### src/hst_pkg.sv
// ----------------------------------------------------------------------------
// hst_pkg
// shared types and constants of the hashed slot table
// ----------------------------------------------------------------------------
package hst_pkg;

	localparam logic [2:0] CMD_WRITE   = 3'd0;
	localparam logic [2:0] CMD_READ    = 3'd1;
	localparam logic [2:0] CMD_DELETE  = 3'd2;
	localparam logic [2:0] CMD_CLEANUP = 3'd3;
	localparam logic [2:0] CMD_CLEAR   = 3'd4;

	localparam logic [1:0] ST_DONE  = 2'd0;
	localparam logic [1:0] ST_LARGE = 2'd1;
	localparam logic [1:0] ST_MISS  = 2'd2;

	localparam logic [13:0] ENTRY_OVERHEAD = 14'd12;
	localparam logic [31:0] CRC_POLY       = 32'hEDB88320;

	// one classified item as queued between front and back
	typedef struct packed {
		logic [2:0]  command;
		logic [63:0] key;
		logic [3:0]  key_bytes;
		logic [63:0] value;
		logic [3:0]  value_bytes;
		logic [63:0] expiry_time;
		logic [63:0] current_time;
		logic        too_large;
		logic [31:0] crc;
	} job_t;

	// one crc step over a key byte
	function automatic logic [31:0] crc_byte(input logic [31:0] c_in,
		input logic [7:0] b);
		logic [31:0] c;
		c = c_in ^ {24'd0, b};
		for (int k = 0; k < 8; k++)
			c = c[0] ? ((c >> 1) ^ CRC_POLY) : (c >> 1);
		return c;
	endfunction

	function automatic logic [63:0] byte_mask(input logic [3:0] n);
		logic [63:0] m;
		m = '0;
		for (int k = 0; k < 8; k++)
			if (k < int'(n))
				m[k*8 +: 8] = 8'hFF;
		return m;
	endfunction

endpackage

### src/hst_front.sv
// ----------------------------------------------------------------------------
// hst_front
// accepts items, clamps lengths, masks key and value, checks size and hashes the key bytewise
// ----------------------------------------------------------------------------
module hst_front #(
	parameter int KEY_BYTES_MAX   = 8,
	parameter int VALUE_BYTES_MAX = 8
) (
	input  logic         clk,
	input  logic         arst_n,
	input  logic         in_valid,
	output logic         in_ready,
	input  logic [2:0]   command,
	input  logic [63:0]  key,
	input  logic [3:0]   key_bytes,
	input  logic [63:0]  value,
	input  logic [3:0]   value_bytes,
	input  logic [63:0]  expiry_time,
	input  logic [63:0]  current_time,
	input  logic [12:0]  slot_bytes,
	output logic         job_valid,
	input  logic         job_ready,
	output hst_pkg::job_t job
);
	import hst_pkg::*;

	localparam logic [3:0] KMAX = 4'(KEY_BYTES_MAX);
	localparam logic [3:0] VMAX = 4'(VALUE_BYTES_MAX);

	logic       busy_q;
	logic [3:0] idx_q;
	job_t       job_q;
	logic [3:0] klen, vlen;

	assign klen = (key_bytes > KMAX) ? KMAX : key_bytes;
	assign vlen = (value_bytes > VMAX) ? VMAX : value_bytes;

	assign in_ready  = !busy_q && !job_valid;
	assign job       = job_q;

	// hash one key byte per cycle, then hand over
	always_ff @(posedge clk or negedge arst_n) begin
		if (!arst_n) begin
			busy_q    <= 1'b0;
			job_valid <= 1'b0;
			idx_q     <= '0;
		end else begin
			if (job_valid && job_ready)
				job_valid <= 1'b0;
			if (in_valid && in_ready) begin
				busy_q  <= 1'b1;
				idx_q   <= '0;
			end else if (busy_q) begin
				if (idx_q == job_q.key_bytes) begin
					busy_q    <= 1'b0;
					job_valid <= 1'b1;
				end else begin
					idx_q <= idx_q + 4'd1;
				end
			end
		end
	end

	always_ff @(posedge clk) begin
		if (in_valid && in_ready) begin
			job_q.command      <= command;
			job_q.key          <= key & byte_mask(klen);
			job_q.key_bytes    <= klen;
			job_q.value        <= value & byte_mask(vlen);
			job_q.value_bytes  <= vlen;
			job_q.expiry_time  <= expiry_time;
			job_q.current_time <= current_time;
			job_q.too_large    <= ({10'd0, klen} + {10'd0, vlen} + ENTRY_OVERHEAD)
				> {1'b0, slot_bytes};
			job_q.crc          <= 32'hFFFFFFFF;
		end else if (busy_q) begin
			if (idx_q == job_q.key_bytes)
				job_q.crc <= ~job_q.crc;
			else
				job_q.crc <= crc_byte(job_q.crc, job_q.key[idx_q[2:0]*8 +: 8]);
		end
	end
endmodule

### config.mk
export PLATFORM = sky130hd
export DESIGN_NAME = hst_front
export DESIGN_NICKNAME = d
export VERILOG_FILES = /design/src/hst_pkg.sv /design/src/hst_front.sv
export SDC_FILE = /design/constraint.sdc
export NUM_CORES = 1
export LEC_CHECK = 0
export BUFFER_PORTS_ARGS = -buffer_cell sky130_fd_sc_hd__buf_2
export CAP_MARGIN = 20
export CORE_AREA = 5 5 227 229
export DETAILED_ROUTE_END_ITERATION = 12
export DIE_AREA = 0 0 232 234
export HOLD_SLACK_MARGIN = 0.02
export PLACE_DENSITY_LB_ADDON = 0.2
export SYNTH_ARGS = -nofsm -noshare
export SYNTH_HDL_FRONTEND = slang
export SYNTH_SLANG_ARGS = --single-unit
### constraint.sdc
create_clock -name clk -period 10.38 [get_ports clk]
set_input_delay 0.519 -clock clk [delete_from_list [all_inputs] [get_ports clk]]
set_output_delay 0.519 -clock clk [all_outputs]
set_load 0.1 [all_outputs]
==> results of run 1 <==
==> final timing paths <==
| kind | start | to |
|---|---|---|
| worst min register to register | job[18] | job[18] |
| worst min-delay path | expiry_time[53] | job[150] |
| min in group asynchronous | arst_n | idx_q[2] |
| max in group asynchronous | arst_n | idx_q[0] |
| worst max register to register | idx_q[0] | job[27] |
| worst max-delay path | idx_q[0] | job[27] |
==> critical path, delay by kind of cell (launching register included) <==
| kind | cells | cell delay (ns) |
|---|---|---|
| XOR/XNOR | 3 | 1.23 |
| flip-flops | 1 | 0.98 |
| AO/OA/AOI/OAI | 3 | 0.57 |
| multiplexers | 1 | 0.41 |
==> stage by stage <==
step	hold WS, ns	instances	area [um2]	util	total power, mW
after floorplan	0.2234	766	12710	-	5.979
after global placement	0.3810	2010	16460	0.3328	6.662
after detailed placement	0.3795	2010	16460	0.3328	6.692
after CTS	0.1123	2077	17640	0.3567	7.994
after global routing	0.1142	2078	17640	0.3568	8.260
final	0.1561	2078	17640	0.3568	7.911
==> cells by family after synthesis <==
| group | count (synthesis) | synth area share |
|---|---|---|
| fa+ha+maj | 15 | 0.01536 |
| mux | 33 | 0.02815 |
| compound gates | 96 | 0.05710 |
| buf+inv | 47 | 0.01811 |
| simple gates | 200 | 0.09027 |
| xor+xnor | 69 | 0.09559 |
| flops | 306 | 0.6954 |
==> cells in the final DEF, fill, tap and decap left out, drive strengths merged, types with 14 or more instances in the layout <==
cell | netlist | layout
nor2b | 102 | 102
dfxtp | 32 | 32
clkbuf | 19 | 48
buf | 8 | 599
mux2i | 17 | 17
a21oi | 26 | 26
edfxtp | 268 | 268
nand2 | 19 | 19
xnor3 | 22 | 22
nor2 | 25 | 25
xnor2 | 32 | 32
mux2 | 16 | 16
and2 | 32 | 32
inv | 20 | 22
o21ai | 26 | 26
ha | 14 | 14
==> per-layer routing <==
layer / global-route usage / up-vias / wire, um
li1: - / 4066 / -
met1: 0.1840 / 4315 / 17220
met2: 0.2991 / 394 / 25250
met3: 0.06272 / 49 / 4658
met4: 0.03822 / 4 / 705
met5: 0 / - / 34
==> where the power goes <==
group,switching [mW],internal [mW],leakage [nW]
clock,0.519,0.755,0.569
sequential,0.240,1.70,2.82
combinational,2.93,1.77,4.08
total,3.69,4.22,7.47
==> state kept, by name, indices dropped and copies added, names as in the netlist <==
register / count
idx_q: 4
busy_q: 1
job_valid: 1
job: 300
==> cell type report <==
| type | instances | area [um2] |
|---|---|---|
| fillers | 4983 | 31810 |
| flip-flops and latches | 306 | 8840 |
| multi-input cells | 413 | 3655 |
| repair buffers | 600 | 3055 |
| clock buffers | 48 | 998.5 |
| well taps | 672 | 840.8 |
| clock inverters | 18 | 177.7 |
| inverters | 20 | 75.07 |
| diodes | 1 | 2.502 |
==> Yosys cell counts, types with 6 or more instances <==
cell | count | area, um2
nor2b_1 | 102 | 638.1
o21ai_0 | 26 | 130.1
nand2_1 | 19 | 71.32
nor2_1 | 24 | 90.09
dfxtp_1 | 32 | 640.6
mux2_2 | 10 | 112.6
o22a_1 | 6 | 52.55
inv_1 | 20 | 75.07
clkbuf_1 | 19 | 71.32
xnor2_4 | 6 | 165.2
a221oi_2 | 6 | 90.09
nand3_1 | 8 | 40.04
ha_1 | 14 | 175.2
xnor2_2 | 6 | 97.59
a21oi_1 | 26 | 130.1
xnor3_1 | 22 | 495.5
mux2i_1 | 17 | 170.2
o22ai_1 | 6 | 37.54
and2_1 | 32 | 200.2
dfrtp_1 | 6 | 150.1
xnor2_1 | 20 | 175.2
edfxtp_1 | 268 | 8048
xor3_1 | 10 | 237.7
==> qor.yml, run 1 <==
synthesis:
  synth_seq_area_share: 0.6954
  synthArstFlopShare: 0.01961
  synth_area_per_cell_um2: 16.59
  synth_nets: 1065
  synthCells: 766
  synth_ff_type: "edfxtp_1"
  synth.ff_latch_count: 306
  ys_types: 51
  synth-edff-count: 268
  ys_warn_count: 0
  mappedNetlistArea_um2: 12710
timing:
  fin_skew_ns: 0.01444
  clock.fmax_mhz: 301.8
  fin_ws_ns: 7.067
  tightest_slew_ns: 1.082
  finalCritPeriodShare: 0.3192
  relSlewSlack: 0.2790
  drv_slew: 0
  hold_viol: 0
  rsz0062_at_grt: "no"
  layout_min_cycle_time_ns: 3.313
  setup_viol: 0
  setup-tns-final_ns: 0
worst_setup_path:
  r2r_cells: 7
  r2r_setup_slack_ns: 7.07
  crit_path_end_kind: "flop"
  critical_path_arrival_ns: 3.74
  crit_type: "reg -> reg"
  startpoint_type: "flop"
  crit_required_ns: 10.81
  cp_slowest_cell: "dfrtp_2"
  cp_max_fo: 36
  max_stage_delay_ns: 0.98
  path_cells: "mux2_2, o22ai_1, a221oi_2, xnor2_2, xnor2_4, xnor3_1, a21o_1"
clocking:
  clk-insertion-delay-late_ns: 0.53
  cts_buffers: 37
  clock_path_buffers: 3
  post_cts_buffers: 0
  cts_num_sinks: 306
  cts_hold_buf: 1
  ctsResizeCount: 0
  cts_tree: "built"
  cts_root_buf: "clkbuf_16"
  clkTransAtPathRegs_ns: 0.06
  htreeDepth: 2
floorplan:
  dieWidth_um: 232
  top_level_ports: 586
  die_area_um2: 54290
  rows: 82
  dieHeight_um: 234
  initial_core_util: 0.2570
  core_area_um2: 49450
outcome:
  status: "complete, no violations"
route:
  drc: 0
  dr.pass1.iters: 5
  drtAntennaViolNets: 0
  drt_iter0_markers: 420
  vias: 8828
  avgRoutedWirePerCell_um: 23.04
  routed_wl_um: 47870
  via_per_inst: 4.248
grt:
  grt_max_degree: 158
  antenna_found_initial: 3
  grt_pass1_vias: 9301
  grt.total_usage: 0.1648
  overflow: 0
  grt_pass1_wl_um: 64750
pwr:
  p_leak_nw: 7.471
  powerDensity_nw_per_um2: 448.3
  ir_drop_mv: 0.2338
worst_hold_path:
  hold_path.class: "in -> reg"
  whs_path_depth: 1
placement:
  globalplace.congestion: 0.7934
  numPortBuffers: 585
  hpwl_um: 38250
  dp_slack_ns: 7.026
final_layout:
  drive_gt1_frac: 0.4897
  syn2layout_area_growth_pct: 38.83
  final_nets: 1677
run:
  drv_cap: 0
No activity file was read; power rests on OpenSTA's default activity.
==> run 2, diff against run 1 <==
==> constraint.sdc (replaced) <==
create_clock -name clk -period 3.2 [get_ports clk]
set_input_delay 0.16 -clock clk [delete_from_list [all_inputs] [get_ports clk]]
set_output_delay 0.16 -clock clk [all_outputs]
set_load 0.1 [all_outputs]
==> run 2 against run 1 <==
Combinational power grew to 3.4 times the previous value. Largest power group unchanged. Clock skew fell by 0.0049 ns. First-iteration DRC count rose by 1.7%. Critical path type unchanged. Sequential share of layout area shrank 6.7 points.
==> qor.yml, run 2 (synthesis results as in run 1) <==
clocking:
  cts_tree: "built"  # unchanged
  htreeDepth: 2  # unchanged
  clk-insertion-delay-late_ns: 0.54  # was 0.53 ns
  cts_root_buf: "clkbuf_16"  # unchanged
  clock_path_buffers: 3  # unchanged
  clkTransAtPathRegs_ns: 0.06  # about the same
  post_cts_buffers: 0  # unchanged
  cts_buffers: 37  # unchanged
  cts_num_sinks: 306  # unchanged
final_layout:
  syn2layout_area_growth_pct: 60.17  # was 38.83%
  final_nets: 1958  # was 1677
  final_common_cell: "buf_2"  # unchanged
  layout_common_cells: "585 x buf_2, 268 x edfxtp_1, 265 x dlygate4sd3_1"  # was 585 x buf_2, 268 x edfxtp_1, 102 x nor2b_1
  drive_gt1_frac: 0.4168  # was 0.4897
  largest_register_ffs: 300  # unchanged
worst_setup_path:
  max_stage_delay_ns: 0.53  # was 0.98 ns
  reg2reg_to: "job[25]"  # was job[27]
  cp_slowest_cell: "dfrtp_2"  # unchanged
  crit_required_ns: 3.61  # was 10.81 ns
  r2r_setup_slack_ns: 0.33  # was 7.07 ns
  critPathLaunch: "idx_q[0]"  # unchanged
  crit_path_end_kind: "flop"  # unchanged
  startpoint_type: "flop"  # unchanged
  worstReg2RegStart: "idx_q[0]"  # unchanged
  critical_path_arrival_ns: 3.27  # was 3.74 ns
  r2r_cells: 9  # was 7
  cp_max_fo: 19  # was 36
  crit_type: "reg -> reg"  # unchanged
  path_cells: "buf_12, mux2_1, o22ai_1, a221oi_2, xnor2_2, buf_4, xnor3_1, xnor2_1, o221ai_1"  # was mux2_2, o22ai_1, a221oi_2, xnor2_2, xnor2_4, xnor3_1, a21o_1
  crit_end: "job[25]"  # was job[27]
grt:
  overflow: 0  # unchanged
  grt_pass1_wl_um: 70030  # was 64750 um
  grt_max_degree: 97  # was 158
  grt_pass1_vias: 10680  # was 9301
  antenna_found_initial: 4  # was 3
  grt.total_usage: 0.1750  # was 0.1648
timing:
  whs_ns: 0.06015  # was 0.1561 ns
  clock.fmax_mhz: 348.8  # was 301.8 MHz
  relSlewSlack: 0.3601  # was 0.2790
  layout_min_cycle_time_ns: 2.867  # was 3.313 ns
  setup_viol: 0  # unchanged
  tightest_slew_ns: 0.9553  # was 1.082 ns
  fin_skew_ns: 0.009556  # was 0.01444 ns
  rsz0062_at_grt: "no"  # unchanged
  setup-tns-final_ns: 0  # unchanged
  drv_slew: 0  # unchanged
  finalCritPeriodShare: 0.8959  # was 0.3192
  hold_viol: 0  # unchanged
route:
  routed_wl_um: 49860  # was 47870 um
  avgRoutedWirePerCell_um: 21.17  # was 23.04 um
  drt_iter0_markers: 427  # was 420
  drtAntennaViolNets: 0  # unchanged
  vias: 9817  # was 8828
  via_per_inst: 4.169  # was 4.248
  drc: 0  # unchanged
  dr.pass1.iters: 7  # was 5
placement:
  globalplace.congestion: 0.8041  # was 0.7934
  hpwl_um: 38760  # was 38250 um
  numPortBuffers: 585  # unchanged
run:
  drv_cap: 0  # unchanged
floorplan:
  initial_core_util: 0.2570  # unchanged
  top_level_ports: 586  # unchanged
  dieWidth_um: 232  # unchanged
  die_area_um2: 54290  # unchanged
  rows: 82  # unchanged
  dieHeight_um: 234  # unchanged
  core_area_um2: 49450  # unchanged
pwr:
  p_leak_nw: 8.619  # was 7.471 nW
  ir_drop_mv: 0.7645  # was 0.2338 mV
  powerDensity_nw_per_um2: 1271  # was 448.3 nW/um2
outcome:
  status: "complete, no violations"  # unchanged
worst_hold_path:
  hold_path.class: "in -> reg"  # unchanged
[run 2: cell types whose count changed in the layout (fill, tap and decap cells not counted)]
cell and delta:
clkinv_2 -1, buf_12 +4, inv_6 +1, buf_4 +13
bufinv_16 -3, dlygate4sd3_1 +264, clkinv_8 -1, clkbuf_16 -1
clkbuf_1 -2, inv_16 +1, clkinv_1 +2
[run 2: power by group]
part / switching [mW] / internal, mW
Clock: 1.69 / 2.15
Sequential: 0.706 / 5.49
Combinational: 9.67 / 6.18
[run 2: area by class of cell]
| class | count | area (um2) |
|---|---|---|
| Antenna cell | 1 | 2.502 |
| Clock buffer | 45 | 965.9 |
| Clock inverter | 17 | 102.6 |
| Fill cell | 4722 | 29100 |
| Inverter | 20 | 75.07 |
| Multi-Input combinational cell | 413 | 3655 |
| Sequential cell | 306 | 8840 |
| Tap cell | 672 | 840.8 |
| Timing Repair Buffer | 881 | 5876 |
[run 2: how the worst min path moves through the flow]
stage,from,end,slack (ns),cells past startpoint
6_report,key_bytes[2],job[231],0.06,3
5_1_grt,slot_bytes[6],job[32],0.06,4
4_1_cts,key_bytes[2],job[231],0.02,3
3_5_place_dp,arst_n,idx_q[2],0.02,1
3_3_place_gp,arst_n,idx_q[2],0.02,1
2_1_floorplan,arst_n,busy_q,-0.14,0
[run 2: per-stage QoR]
stage | total power, mW | cell area [um2] | cells | util | worst slack [ns]
5_1_grt | 27.15 | 20360 | 2355 | 0.4116 | 0.1507
3_3_place_gp | 21.86 | 16630 | 2027 | 0.3364 | 0.3286
4_1_cts | 26.14 | 20350 | 2354 | 0.4116 | 0.2783
2_1_floorplan | 19.14 | 12720 | 766 | - | 0.3043
3_5_place_dp | 21.92 | 16630 | 2027 | 0.3364 | 0.2908
6_report | 25.88 | 20360 | 2355 | 0.4116 | 0.3332
[run 2: routing by layer]
metal  wire (um)  vias to the layer above  GRT usage
li1            -                     4623          -
met1       18450                     4739     0.2001
met2       25900                      372     0.3133
met3        4218                       77    0.05909
met4        1254                        6    0.04948
met5          41                        -          0
[run 2: what timing repair did]
action | CTS | global route
hold buffers | 265 | 0
resized for setup | 0 | 0
endpoints found under the hold margin | 270 | 0
[run 2: worst max-delay path: cells and delay by family, from the launching register on]
| kind | cells | cell delay [ns] |
|---|---|---|
| compound gates | 3 | 0.50 |
| xor+xnor | 3 | 0.89 |
| buf+inv | 2 | 0.45 |
| flops | 1 | 0.53 |
| mux | 1 | 0.36 |
